<file path="config.mk">
export PLATFORM = sky130hd
export DESIGN_NAME = bounded_double_ended_queue_core
export DESIGN_NICKNAME = d
export VERILOG_FILES = /design/src/hw/rtl/bde_pkg.sv /design/src/hw/rtl/bounded_double_ended_queue_core.sv /design/src/hw/rtl/bde_ram.sv /design/src/hw/rtl/bde_front.sv /design/src/hw/rtl/bde_queue.sv /design/src/hw/rtl/bde_back.sv
export SDC_FILE = /design/constraint.sdc
export NUM_CORES = 1
export LEC_CHECK = 0
export ABC_AREA = 1
export BUFFER_PORTS_ARGS = -buffer_cell sky130_fd_sc_hd__buf_4
export CAP_MARGIN = 20
export CELL_PAD_IN_SITES_DETAIL_PLACEMENT = 1
export CELL_PAD_IN_SITES_GLOBAL_PLACEMENT = 1
export CORE_MARGIN = 2
export CORE_UTILIZATION = 50
export CTS_CLUSTER_DIAMETER = 30
export CTS_CLUSTER_SIZE = 30
export DETAILED_ROUTE_END_ITERATION = 10
export HOLD_SLACK_MARGIN = 0.05
export PLACE_DENSITY = 0.9
export RECOVER_POWER = 100
export SKIP_LAST_GASP = 1
export SYNTH_ARGS = -nofsm -noshare
export SYNTH_HDL_FRONTEND = slang
export SYNTH_HIERARCHICAL = 1
export SYNTH_SLANG_ARGS = --single-unit
</file>
<file path="constraint.sdc">
create_clock -name clk_i -period 4.9 [get_ports clk_i]
set_input_delay 1.47 -clock clk_i [delete_from_list [all_inputs] [get_ports clk_i]]
set_output_delay 1.47 -clock clk_i [all_outputs]
set_load 0.01 [all_outputs]
</file>
<file path="src/hw/rtl/bde_pkg.sv">
`timescale 1ns / 1ps
`default_nettype none
// ----------------------------------------------------------------------------
// bde_pkg: shared types and helpers for the bounded deque
// Item formats, action and status codes, ring sizing and ring index math.
// ----------------------------------------------------------------------------
package bde_pkg;

  // ring sizing
  localparam int unsigned DEPTH = 16;
  localparam int unsigned IDX_W = (DEPTH > 1) ? $clog2(DEPTH) : 1;
  localparam int unsigned CNT_W = $clog2(DEPTH + 1);
  localparam int unsigned SUM_W = IDX_W + 1;
  localparam logic [SUM_W-1:0] DEPTH_S = SUM_W'(DEPTH);

  // word and field widths
  localparam int unsigned WORD_W = 32;
  localparam int unsigned ACT_W  = 3;

  // command queue between front and back
  localparam int unsigned QUEUE_DEPTH = 2;

  // action codes of an input item
  typedef enum logic [ACT_W-1:0] {
    OP_CREATE     = 3'd0,
    OP_PUSH_FRONT = 3'd1,
    OP_PUSH_BACK  = 3'd2,
    OP_POP_FRONT  = 3'd3,
    OP_POP_BACK   = 3'd4,
    OP_DUMP       = 3'd5
  } op_e;

  // status codes of a result item
  typedef enum logic [1:0] {
    STAT_OK      = 2'd0,
    STAT_EMPTY   = 2'd1,
    STAT_CREATED = 2'd2,
    STAT_FULL    = 2'd3
  } status_e;

  // back-end sequencer states
  typedef enum logic [1:0] {
    BK_IDLE,
    BK_POP_RD,
    BK_DUMP
  } bk_state_e;

  typedef struct packed {
    logic [ACT_W-1:0]         action;
    logic signed [WORD_W-1:0] value;
  } in_item_t;

  typedef struct packed {
    status_e                  status;
    logic signed [WORD_W-1:0] data;
    logic                     last;
  } out_item_t;

  // decoded command handed from front to back
  typedef struct packed {
    op_e                      op;
    logic signed [WORD_W-1:0] value;
  } cmd_t;

  // ring index plus offset, both below DEPTH
  function automatic logic [IDX_W-1:0] ring_add(input logic [IDX_W-1:0] base,
                                               input logic [IDX_W-1:0] off);
    logic [SUM_W-1:0] sum;
    sum = {1'b0, base} + {1'b0, off};
    if (sum >= DEPTH_S) begin
      sum = sum - DEPTH_S;
    end
    return sum[IDX_W-1:0];
  endfunction

  // ring index minus one
  function automatic logic [IDX_W-1:0] ring_dec(input logic [IDX_W-1:0] base);
    logic [IDX_W-1:0] res;
    if (base == '0) begin
      res = IDX_W'(DEPTH - 1);
    end else begin
      res = base - IDX_W'(1);
    end
    return res;
  endfunction

endpackage
`default_nettype wire

</file>
<file path="src/hw/rtl/bounded_double_ended_queue_core.sv">
`timescale 1ns / 1ps
`default_nettype none
// ----------------------------------------------------------------------------
// bounded_double_ended_queue_core: bounded deque of signed words
// Input items carry an action and a word; result items carry a status, a
// word and a last flag. Both channels use valid/ready handshakes.
//
// An item passes a decode register and a two-entry command queue, then the
// sequencer carries it out against a DEPTH-entry ring ram. Create, pushes
// and refused actions finish in the idle state; a pop reads the ram, then
// gives its result from the read state; dump reads the stored entries in
// order and gives one result per cycle while the receiver takes them. The
// ram's single registered read port is why pops and dumps read first.
// Undefined action codes are dropped and give no result.
//
// Reset empties the deque and clears the front index; ring contents are not
// cleared and are never read before being written. When the receiver stalls,
// the result register holds its item, the sequencer waits, and the queue
// and decode register keep taking items until they fill.
// ----------------------------------------------------------------------------
module bounded_double_ended_queue_core (
  input  wire logic              clk_i,
  input  wire logic              rst_ni,
  input  wire logic              in_valid_i,
  output logic                   in_ready_o,
  input  wire bde_pkg::in_item_t in_item_i,
  output logic                   out_valid_o,
  input  wire logic              out_ready_i,
  output bde_pkg::out_item_t     out_item_o
);
  import bde_pkg::*;

  logic dec_valid, dec_ready;
  cmd_t dec_cmd;
  logic seq_valid, seq_ready;
  cmd_t seq_cmd;

  // accept and decode
  bde_front u_front (
    .clk_i       (clk_i),
    .rst_ni      (rst_ni),
    .in_valid_i  (in_valid_i),
    .in_ready_o  (in_ready_o),
    .in_item_i   (in_item_i),
    .cmd_valid_o (dec_valid),
    .cmd_ready_i (dec_ready),
    .cmd_o       (dec_cmd)
  );

  // command queue
  bde_queue u_queue (
    .clk_i      (clk_i),
    .rst_ni     (rst_ni),
    .wr_valid_i (dec_valid),
    .wr_ready_o (dec_ready),
    .wr_cmd_i   (dec_cmd),
    .rd_valid_o (seq_valid),
    .rd_ready_i (seq_ready),
    .rd_cmd_o   (seq_cmd)
  );

  // sequencer and ring store
  bde_back u_back (
    .clk_i       (clk_i),
    .rst_ni      (rst_ni),
    .cmd_valid_i (seq_valid),
    .cmd_ready_o (seq_ready),
    .cmd_i       (seq_cmd),
    .out_valid_o (out_valid_o),
    .out_ready_i (out_ready_i),
    .out_item_o  (out_item_o)
  );

endmodule
`default_nettype wire

</file>
<file path="src/hw/rtl/bde_ram.sv">
`timescale 1ns / 1ps
`default_nettype none
// ----------------------------------------------------------------------------
// bde_ram: generic single-write single-read ram
// One write port, one read port with enable and registered read data.
// ----------------------------------------------------------------------------
module bde_ram #(
  parameter int unsigned WIDTH = 32,
  parameter int unsigned DEPTH = 16
) (
  input  wire logic                                       clk_i,
  input  wire logic                                       we_i,
  input  wire logic [((DEPTH > 1) ? $clog2(DEPTH) : 1)-1:0] waddr_i,
  input  wire logic [WIDTH-1:0]                           wdata_i,
  input  wire logic                                       re_i,
  input  wire logic [((DEPTH > 1) ? $clog2(DEPTH) : 1)-1:0] raddr_i,
  output logic      [WIDTH-1:0]                           rdata_o
);

  logic [WIDTH-1:0] mem_q [DEPTH];

  // write port
  always_ff @(posedge clk_i) begin
    if (we_i) begin
      mem_q[waddr_i] <= wdata_i;
    end
  end

  // registered read, held while not enabled
  always_ff @(posedge clk_i) begin
    if (re_i) begin
      rdata_o <= mem_q[raddr_i];
    end
  end

endmodule
`default_nettype wire

</file>
<file path="src/hw/rtl/bde_front.sv">
`timescale 1ns / 1ps
`default_nettype none
// ----------------------------------------------------------------------------
// bde_front: input stage of the deque
// Accepts items, decodes the action and drops undefined action codes.
// ----------------------------------------------------------------------------
module bde_front (
  input  wire logic              clk_i,
  input  wire logic              rst_ni,
  input  wire logic              in_valid_i,
  output logic                   in_ready_o,
  input  wire bde_pkg::in_item_t in_item_i,
  output logic                   cmd_valid_o,
  input  wire logic              cmd_ready_i,
  output bde_pkg::cmd_t          cmd_o
);
  import bde_pkg::*;

  logic valid_q, valid_d;
  cmd_t cmd_q, cmd_d;
  logic legal;
  logic accept;

  // stage is free when empty or draining this cycle
  assign in_ready_o = !valid_q || cmd_ready_i;
  assign accept     = in_valid_i && in_ready_o;

  // action decode
  always_comb begin
    legal = 1'b0;
    case (in_item_i.action) inside
      OP_CREATE, OP_PUSH_FRONT, OP_PUSH_BACK,
      OP_POP_FRONT, OP_POP_BACK, OP_DUMP: legal = 1'b1;
      default: legal = 1'b0;
    endcase
  end

  // stage register next values
  always_comb begin
    valid_d = valid_q && !cmd_ready_i;
    cmd_d   = cmd_q;
    if (accept) begin
      valid_d = legal;
      if (legal) begin
        cmd_d.op    = op_e'(in_item_i.action);
        cmd_d.value = in_item_i.value;
      end
    end
  end

  always_ff @(posedge clk_i or negedge rst_ni) begin
    if (!rst_ni) begin
      valid_q <= 1'b0;
    end else begin
      valid_q <= valid_d;
    end
  end

  always_ff @(posedge clk_i) begin
    cmd_q <= cmd_d;
  end

  assign cmd_valid_o = valid_q;
  assign cmd_o       = cmd_q;

endmodule
`default_nettype wire

</file>
<file path="src/hw/rtl/bde_queue.sv">
`timescale 1ns / 1ps
`default_nettype none
// ----------------------------------------------------------------------------
// bde_queue: short command queue
// Decouples the input stage from the back-end sequencer.
// ----------------------------------------------------------------------------
module bde_queue (
  input  wire logic          clk_i,
  input  wire logic          rst_ni,
  input  wire logic          wr_valid_i,
  output logic               wr_ready_o,
  input  wire bde_pkg::cmd_t wr_cmd_i,
  output logic               rd_valid_o,
  input  wire logic          rd_ready_i,
  output bde_pkg::cmd_t      rd_cmd_o
);
  import bde_pkg::*;

  localparam int unsigned PTR_W  = (QUEUE_DEPTH > 1) ? $clog2(QUEUE_DEPTH) : 1;
  localparam int unsigned QCNT_W = $clog2(QUEUE_DEPTH + 1);

  cmd_t              slot_q [QUEUE_DEPTH];
  logic [PTR_W-1:0]  wr_ptr_q, wr_ptr_d;
  logic [PTR_W-1:0]  rd_ptr_q, rd_ptr_d;
  logic [QCNT_W-1:0] cnt_q, cnt_d;
  logic              push, pop;

  assign wr_ready_o = (cnt_q != QCNT_W'(QUEUE_DEPTH));
  assign rd_valid_o = (cnt_q != '0);
  assign rd_cmd_o   = slot_q[rd_ptr_q];
  assign push       = wr_valid_i && wr_ready_o;
  assign pop        = rd_valid_o && rd_ready_i;

  // pointer and fill count update
  always_comb begin
    wr_ptr_d = wr_ptr_q;
    rd_ptr_d = rd_ptr_q;
    cnt_d    = cnt_q;
    if (push) begin
      wr_ptr_d = (wr_ptr_q == PTR_W'(QUEUE_DEPTH - 1)) ? '0 : wr_ptr_q + PTR_W'(1);
    end
    if (pop) begin
      rd_ptr_d = (rd_ptr_q == PTR_W'(QUEUE_DEPTH - 1)) ? '0 : rd_ptr_q + PTR_W'(1);
    end
    if (push && !pop) begin
      cnt_d = cnt_q + QCNT_W'(1);
    end else if (pop && !push) begin
      cnt_d = cnt_q - QCNT_W'(1);
    end
  end

  always_ff @(posedge clk_i or negedge rst_ni) begin
    if (!rst_ni) begin
      wr_ptr_q <= '0;
      rd_ptr_q <= '0;
      cnt_q    <= '0;
    end else begin
      wr_ptr_q <= wr_ptr_d;
      rd_ptr_q <= rd_ptr_d;
      cnt_q    <= cnt_d;
    end
  end

  // queue slots
  always_ff @(posedge clk_i) begin
    if (push) begin
      slot_q[wr_ptr_q] <= wr_cmd_i;
    end
  end

endmodule
`default_nettype wire

</file>
<file path="src/hw/rtl/bde_back.sv">
`timescale 1ns / 1ps
`default_nettype none
// ----------------------------------------------------------------------------
// bde_back: deque sequencer
// Owns the ring store, front index and entry count, carries out commands
// and drives the result register.
// ----------------------------------------------------------------------------
module bde_back (
  input  wire logic          clk_i,
  input  wire logic          rst_ni,
  input  wire logic          cmd_valid_i,
  output logic               cmd_ready_o,
  input  wire bde_pkg::cmd_t cmd_i,
  output logic               out_valid_o,
  input  wire logic          out_ready_i,
  output bde_pkg::out_item_t out_item_o
);
  import bde_pkg::*;

  bk_state_e         state_q, state_d;
  logic [IDX_W-1:0]  front_q, front_d;
  logic [CNT_W-1:0]  count_q, count_d;
  logic [IDX_W-1:0]  walk_q, walk_d;
  logic              out_valid_q, out_valid_d;
  out_item_t         out_q, out_d;

  logic              ram_we, ram_re;
  logic [IDX_W-1:0]  ram_waddr, ram_raddr;
  logic [WORD_W-1:0] ram_wdata, ram_rdata;

  logic              out_free;
  logic              is_empty, is_full;
  logic              walk_last;
  logic [CNT_W-1:0]  cnt_m1;

  assign out_free  = !out_valid_q || out_ready_i;
  assign is_empty  = (count_q == '0);
  assign is_full   = (count_q == CNT_W'(DEPTH));
  assign cnt_m1    = count_q - CNT_W'(1);
  assign walk_last = ((CNT_W'(walk_q) + CNT_W'(1)) == count_q);

  // ring store
  bde_ram #(
    .WIDTH (WORD_W),
    .DEPTH (DEPTH)
  ) u_ram (
    .clk_i   (clk_i),
    .we_i    (ram_we),
    .waddr_i (ram_waddr),
    .wdata_i (ram_wdata),
    .re_i    (ram_re),
    .raddr_i (ram_raddr),
    .rdata_o (ram_rdata)
  );

  // next state
  always_comb begin
    state_d = state_q;
    case (state_q)
      BK_IDLE: begin
        if (cmd_valid_i && out_free && !is_empty) begin
          if (cmd_i.op == OP_POP_FRONT || cmd_i.op == OP_POP_BACK) begin
            state_d = BK_POP_RD;
          end else if (cmd_i.op == OP_DUMP) begin
            state_d = BK_DUMP;
          end
        end
      end
      BK_POP_RD: begin
        if (out_free) begin
          state_d = BK_IDLE;
        end
      end
      BK_DUMP: begin
        if (out_free && walk_last) begin
          state_d = BK_IDLE;
        end
      end
      default: state_d = BK_IDLE;
    endcase
  end

  // datapath, ring access and result register
  always_comb begin
    cmd_ready_o = 1'b0;
    front_d     = front_q;
    count_d     = count_q;
    walk_d      = walk_q;
    out_valid_d = out_valid_q && !out_ready_i;
    out_d       = out_q;
    ram_we      = 1'b0;
    ram_waddr   = front_q;
    ram_wdata   = cmd_i.value;
    ram_re      = 1'b0;
    ram_raddr   = front_q;
    case (state_q)
      BK_IDLE: begin
        cmd_ready_o = out_free;
        if (cmd_valid_i && out_free) begin
          out_d.data = '0;
          out_d.last = 1'b1;
          case (cmd_i.op)
            OP_CREATE: begin
              out_valid_d = 1'b1;
              if (!is_empty) begin
                out_d.status = STAT_CREATED;
              end else begin
                ram_we       = 1'b1;
                count_d      = CNT_W'(1);
                out_d.status = STAT_OK;
              end
            end
            OP_PUSH_FRONT, OP_PUSH_BACK: begin
              out_valid_d = 1'b1;
              if (is_empty) begin
                out_d.status = STAT_EMPTY;
              end else if (is_full) begin
                out_d.status = STAT_FULL;
              end else begin
                ram_we = 1'b1;
                if (cmd_i.op == OP_PUSH_FRONT) begin
                  front_d   = ring_dec(front_q);
                  ram_waddr = front_d;
                end else begin
                  ram_waddr = ring_add(front_q, count_q[IDX_W-1:0]);
                end
                count_d      = count_q + CNT_W'(1);
                out_d.status = STAT_OK;
              end
            end
            OP_POP_FRONT, OP_POP_BACK: begin
              if (is_empty) begin
                out_valid_d  = 1'b1;
                out_d.status = STAT_EMPTY;
              end else begin
                ram_re = 1'b1;
                if (cmd_i.op == OP_POP_FRONT) begin
                  front_d = ring_add(front_q, IDX_W'(1));
                end else begin
                  ram_raddr = ring_add(front_q, cnt_m1[IDX_W-1:0]);
                end
                count_d = cnt_m1;
              end
            end
            OP_DUMP: begin
              if (is_empty) begin
                out_valid_d  = 1'b1;
                out_d.status = STAT_EMPTY;
              end else begin
                ram_re = 1'b1;
                walk_d = '0;
              end
            end
            default: ;
          endcase
        end
      end
      // read data of the popped entry is ready
      BK_POP_RD: begin
        if (out_free) begin
          out_valid_d  = 1'b1;
          out_d.status = STAT_OK;
          out_d.data   = ram_rdata;
          out_d.last   = 1'b1;
        end
      end
      // one entry per result, next read issued as the current one leaves
      BK_DUMP: begin
        if (out_free) begin
          out_valid_d  = 1'b1;
          out_d.status = STAT_OK;
          out_d.data   = ram_rdata;
          out_d.last   = walk_last;
          if (!walk_last) begin
            walk_d    = walk_q + IDX_W'(1);
            ram_re    = 1'b1;
            ram_raddr = ring_add(front_q, walk_d);
          end
        end
      end
      default: ;
    endcase
  end

  always_ff @(posedge clk_i or negedge rst_ni) begin
    if (!rst_ni) begin
      state_q     <= BK_IDLE;
      front_q     <= '0;
      count_q     <= '0;
      walk_q      <= '0;
      out_valid_q <= 1'b0;
    end else begin
      state_q     <= state_d;
      front_q     <= front_d;
      count_q     <= count_d;
      walk_q      <= walk_d;
      out_valid_q <= out_valid_d;
    end
  end

  always_ff @(posedge clk_i) begin
    out_q <= out_d;
  end

  assign out_valid_o = out_valid_q;
  assign out_item_o  = out_q;

endmodule
`default_nettype wire

</file>
After elaboration in Yosys (flattened, before gate mapping) --
Memory sizes are Yosys's and may differ from the RTL's. A register that Yosys moved wholly into a read port is not among the register bits. Index checks and enable logic that the tools add are counted.
Word-level totals: memories 2, bits in registers 91, bits of input ports 39, output and inout bits 37, logic and storage cells 191, RAM bits 582
Memory list:
- u_back.u_ram.mem_q | words 16, bits a word 32, rd ports 1, clocked after memory_dff 1, write ports 1, line bde_ram.sv:20 | logic [WIDTH-1:0] mem_q [DEPTH];
- u_queue.slot_q | words 2, bits a word 35, rd ports 1, clocked after memory_dff 0, write ports 1, line bde_queue.sv:22 | cmd_t slot_q [QUEUE_DEPTH];
Operators by class: reductions and logical operators 44, $lt $le $gt $ge 4, muxes and demuxes 78, add/subtract/negate cells 17, equality and inequality tests 32
Operator list (number):
- $mux 4 | 27
- $mux 35 | 3
- $pmux 35 s3 | 1
- $pmux 4 s2 | 3
- $mux 1 | 22
- $mux 2 | 11
- $ge 5x5->1 const B | 4
- $mux 5 | 4
- $sub 4x1->4 const B | 5
- $ne 2x1->1 const B | 9
- $add 4x4->5 | 3
- $pmux 5 s3 | 1
- $eq 3x2->1 const B | 4
- $eq 3x3->1 const B | 4
- $ne 2x2->1 const B | 6
- $pmux 2 s3 | 2
- $reduce_and 6->1 | 2
- $add 4x1->5 const B | 2
- $logic_and 1x1->1 | 10
- $pmux 1 s2 | 4
- $reduce_and 4->1 | 2
- $reduce_and 8->1 | 1
- $reduce_bool 2->1 | 4
- $logic_not 1->1 | 7
- other kinds (25) | 34

Logic depth before layout (Yosys ltp) --
depth after elaboration 9, gate-level depth with buffers 23

Modules after synthesis --
Netlist, hierarchy kept.
Modules (own cells, without submodules):
- bde_ram | cells an instance 2120, sequential area each 16335.7 um2, area an instance 23064.6 um2, times used 1
- bde_back | cells an instance 420, sequential area each 1451.4 um2, area an instance 3369.5 um2, times used 1
- bde_queue | cells an instance 211, sequential area each 2202.1 um2, area an instance 2830.2 um2, times used 1
- bde_front | cells an instance 44, sequential area each 1076.0 um2, area an instance 1106.1 um2, times used 1

Worst setup path after synthesis --
No wires, ideal clock.
path kind input -> register, start input port out_ready_i, end register u_back.u_ram.rdata_o[0], read port of u_back.u_ram.mem_q, enable pin, cell stages on the path 4, required time 4434 ps, setup slack 407 ps, arrival 4027 ps, path through inv_1 > nand2_1 > nand2_1 > o21ai_0
Between the ends: cells in the longest elaborated chain, start to end 4
RTL lines:
- from (decl) | line bounded_double_ended_queue_core.sv:28 | input wire logic out_ready_i,
- $logic_or 1x1->1 * | line bde_back.sv:36 | assign out_free = !out_valid_q || out_ready_i;
- $logic_and 1x1->1 | line bde_back.sv:99 | if (cmd_valid_i && out_free) begin
- $mux 1 | line bde_back.sv:99
- $pmux 1 s2 * | line bde_back.sv:96 | case (state_q)
- net u_back.ram_re | line bde_back.sv:27 | logic ram_we, ram_re;
- to (decl) | line bde_ram.sv:17 | output logic [WIDTH-1:0] rdata_o
Mark *: on every way through the listed nets, which the timed path passes. The rest lies on a longest branch. A chain may end at the register's enable or synchronous reset.

==> impl_metrics.ini <==
[floorplan]
core_region_area_um2 = 60250
placementRows = 90
die_h_um = 250.5
initial_core_util_pct = 50.41
fp.dieArea_um2 = 62730
die_width_um = 250.5
ios = 76

[critical_path]
setup.worst_path.class = reg2reg
startpoint_class = register
crit-reg2reg-capture = u_back/u_ram/mem_q[1][26]
timing.critical_path.arrival_ps = 5190
cp.required_ps = 5260
critical_path.reg2reg.startpoint = u_queue/rd_ptr_q
cp_max_fo = 36
endpoint_kind = register
worst-r2r-cell-count = 12
timing.reg2reg.setup_slack_ps = 60

[sta]
timing.final.hold_violations = 0
layout_min_cycle_time_ps = 4835
final.setup_skew_ps = 37.33
finalCritPeriodShare_pct = 98.68
tightest_slew_ps = 3072
timing.fmax_mhz = 206.8
worst_slew_margin_rel_pct = -105.5
finalSetupViolCount = 0
timing_max_transition_violations_final = 186
finalSetupTns_ps = 0
setup_slack_ps = 64.77
rsz0062_at_grt = no

[min_path]
min_delay_path_depth = 0
hold-path-endpoint = u_queue/slot_q[1][3]
hold_path_startpoint = u_front/cmd_o[3]
min_path_type = reg2reg

[grt]
global_route.usage.total_pct = 36.57
initial_antenna_violation_count = 0
global_route_wire_length_before_repair_mm = 167.3
grt_start_max_net_pins = 199
grt_pass1_vias = 25730
congestion_overflow_gr = 0

[clock_tree]
cts-htree-levels = 4
tritoncts = yes
clockBufferDepth = 3
clk_pin_slew_ps = 50
cts.sink_count = 705
cts_inserted_buffers = 136
post_cts_hold_buffer_count = 0
clk_latency_worst_skew_pair_ps = 740
root_buffer = sky130_fd_sc_hd__clkbuf_16

[synthesis]
async_flop_share_pct = 2.979
number_of_flops_mapped_to_enable_cells_by_yosys = 684
postSynthAreaPerCell_um2 = 10.87
synthesis.yosys.warnings = 6
ys_dominant_reg_cell = sky130_fd_sc_hd__edfxtp_1
netlist_instances = 2795
synth_seq_cells = 705
syn-num-nets = 2858
synth.yosys.seq_area_share_pct = 69.36
synthDistinctLibCells = 43
synth_area_um2 = 30370

[power]
p_leak_nw = 15.28
power.share.clock_pct = 31.2
switching_component_of_the_power_mw = 13.18
cellInternalPower_mw = 17.28
seq_power_share_pct = 29.2
power_switching_share_pct = 43.27
cellPowerDensity_nw_per_um2 = 846.1
comb_power_share_pct = 39.6
ir_worst_vdd_v = 0.0007536

[status]
failed_checks = capacitance limit, slew limit
outcome = complete, but fails checks

[job]
total_of_max_cap_violations = 6

[drt]
number_of_vias_in_the_routed_layout = 23640
maxUsedRoutingLayer = met4
postRouteAntennaNets = 0
met2_wirelength_mm = 54.64
drc = 0
average_wire_per_cell_in_the_routed_design_um = 29.91
drt_iter0_drcs = 2955
route.met3.wl_mm = 11.61
drt_wl_total_mm = 114.6
dr.pass1.iters = 5
met1_routed_wirelength_after_detailed_routing_mm = 39.56
via_per_inst = 6.170

[layout]
most-common-layout-cells = sky130_fd_sc_hd__nand2_1, sky130_fd_sc_hd__edfxtp_1, sky130_fd_sc_hd__inv_1, sky130_fd_sc_hd__nand3_1, sky130_fd_sc_hd__clkbuf_16
layout.cells.non_filler = 3831
final_net_count = 3004
area_growth_syn_to_layout_pct = 18.56
drive_gt1_share_pct = 10.72
antenna_cells = 0
fillerInstances = 6071
final_common_cell = sky130_fd_sc_hd__nand2_1

[placement]
port_buffers = 75
placed_cells_incl_taps = 3570
finalWeightedCongestion = 0.8660
detailedPlace.worstSlack_ps = 510.1
final_hpwl_dp_mm = 53.30
## through the flow
stage | cell area, um2 | utilization [%] | total power, mW | hold WS [ps]
floorplan | 30370 | - | 16.23 | 421.5
global placement | 31770 | 52.73 | 18.74 | 422.5
detailed placement | 31770 | 52.73 | 19.84 | 435.3
CTS | 36330 | 60.30 | 30.21 | 453.1
global route | 36010 | 59.77 | 31.31 | 466.0
finish | 36010 | 59.77 | 30.47 | 454.9
## synth_stat cells (2+ instances only)
library cell | number | area, um2
sky130_fd_sc_hd__a21oi_1 | 11 | 55.05
sky130_fd_sc_hd__buf_1 | 14 | 52.55
sky130_fd_sc_hd__buf_12 | 2 | 40.04
sky130_fd_sc_hd__buf_2 | 46 | 230.2
sky130_fd_sc_hd__buf_4 | 13 | 97.59
sky130_fd_sc_hd__buf_6 | 31 | 349.1
sky130_fd_sc_hd__clkbuf_1 | 15 | 56.30
sky130_fd_sc_hd__dfrtp_1 | 21 | 525.5
sky130_fd_sc_hd__edfxtp_1 | 684 | 20540
sky130_fd_sc_hd__fa_1 | 3 | 60.06
sky130_fd_sc_hd__ha_1 | 21 | 262.8
sky130_fd_sc_hd__inv_1 | 467 | 1753
sky130_fd_sc_hd__inv_2 | 4 | 15.01
sky130_fd_sc_hd__nand2_1 | 879 | 3299
sky130_fd_sc_hd__nand2_2 | 19 | 118.9
sky130_fd_sc_hd__nand3_1 | 417 | 2087
sky130_fd_sc_hd__nand3b_1 | 2 | 15.01
sky130_fd_sc_hd__nand4_1 | 5 | 31.28
sky130_fd_sc_hd__nor2_1 | 74 | 277.8
sky130_fd_sc_hd__nor2_2 | 3 | 18.77
sky130_fd_sc_hd__nor2_4 | 2 | 22.52
sky130_fd_sc_hd__nor3_1 | 2 | 10.01
sky130_fd_sc_hd__nor3_2 | 2 | 20.02
sky130_fd_sc_hd__nor3_4 | 2 | 32.53
sky130_fd_sc_hd__o211ai_1 | 2 | 15.01
sky130_fd_sc_hd__o21ai_0 | 15 | 75.07
sky130_fd_sc_hd__o21ai_1 | 8 | 40.04
sky130_fd_sc_hd__xnor2_1 | 7 | 61.31
sky130_fd_sc_hd__xor2_1 | 10 | 87.58
## worst max-delay path by stage
stage / start / end / cells past startpoint
6_report: u_queue/rd_ptr_q / u_back/u_ram/mem_q[1][26] / 12
5_1_grt: u_queue/rd_ptr_q / u_back/u_ram/mem_q[4][27] / 12
4_1_cts: u_queue/rd_ptr_q / u_back/u_ram/mem_q[4][26] / 11
3_5_place_dp: out_ready_i / u_back/u_ram/rdata_o[3] / 17
3_3_place_gp: u_queue/rd_ptr_q / u_back/u_ram/mem_q[3][26] / 11
2_1_floorplan: out_ready_i / u_back/u_ram/rdata_o[0] / 4
## cell families after synthesis
logic type                 Yosys count  share of synthesized area (%)
AOI/OAI and AO/OA                   43                         0.7993
buffers and inverters              596                          8.672
adders and majority gates           24                          1.063
xor gates and xnor gates            17                         0.4902
and+or+nand+nor                   1410                          19.61
DFF                                705                          69.36
## metal layers
| metal | vias to the layer above | track usage, % |
|---|---|---|
| met5 | - | 0 |
| met4 | 0 | 24.28 |
| met3 | 589 | 8.958 |
| met2 | 1922 | 59.98 |
| met1 | 11710 | 42.94 |
| li1 | 9421 | - |
## flip-flops by register name, indices dropped and copies added (netlist names), 4 cells and up
signal                flops
u_back/walk_q             4
u_back/u_ram/rdata_o     32
u_back/u_ram/mem_q      512
u_back/count_q            5
u_front/cmd_o            35
u_back/out_item_o        35
u_queue/slot_q           70
u_back/front_q            4
## layout make-up
type / instances / area (um2) / share of cell area (%)
repair buffers: 130 / 880.8 / 2.446
flip-flops and latches: 705 / 21070 / 58.50
well taps: 782 / 978.4 / 2.717
inverters: 474 / 1793 / 4.979
multi-input cells: 1494 / 6730 / 18.69
clock inverters: 93 / 943.4 / 2.620
clock buffers: 153 / 3616 / 10.04
## timing repair
item,4_1_cts,5_1_grt
resized for setup,0,3
setup endpoints to repair,0,297
setup buffers,0,13
hold endpoints to repair,0,0
## power by group through the flow
stage	combinational, mW	sequential, mW	clock, mW
floorplan	7.46	8.77	0
global placement	9.92	8.81	0
global route	12.6	8.93	9.79
finish	12.1	8.89	9.52
detailed placement	11.0	8.88	0
CTS	11.8	8.84	9.55
## critical path, cell delays in order, from the launching register on
cell and delay [ps]:
sky130_fd_sc_hd__dfrtp_2 570, sky130_fd_sc_hd__inv_8 300, sky130_fd_sc_hd__nand2_1 120, sky130_fd_sc_hd__nand2_1 250
sky130_fd_sc_hd__inv_1 100, sky130_fd_sc_hd__nor3_2 420, sky130_fd_sc_hd__o21ai_0 300, sky130_fd_sc_hd__o221ai_1 550
sky130_fd_sc_hd__o21ai_0 370, sky130_fd_sc_hd__nor2_1 210, sky130_fd_sc_hd__nand2_1 150, sky130_fd_sc_hd__nor2_1 410
sky130_fd_sc_hd__clkbuf_4 670
Power figures use the tool's default switching activity.
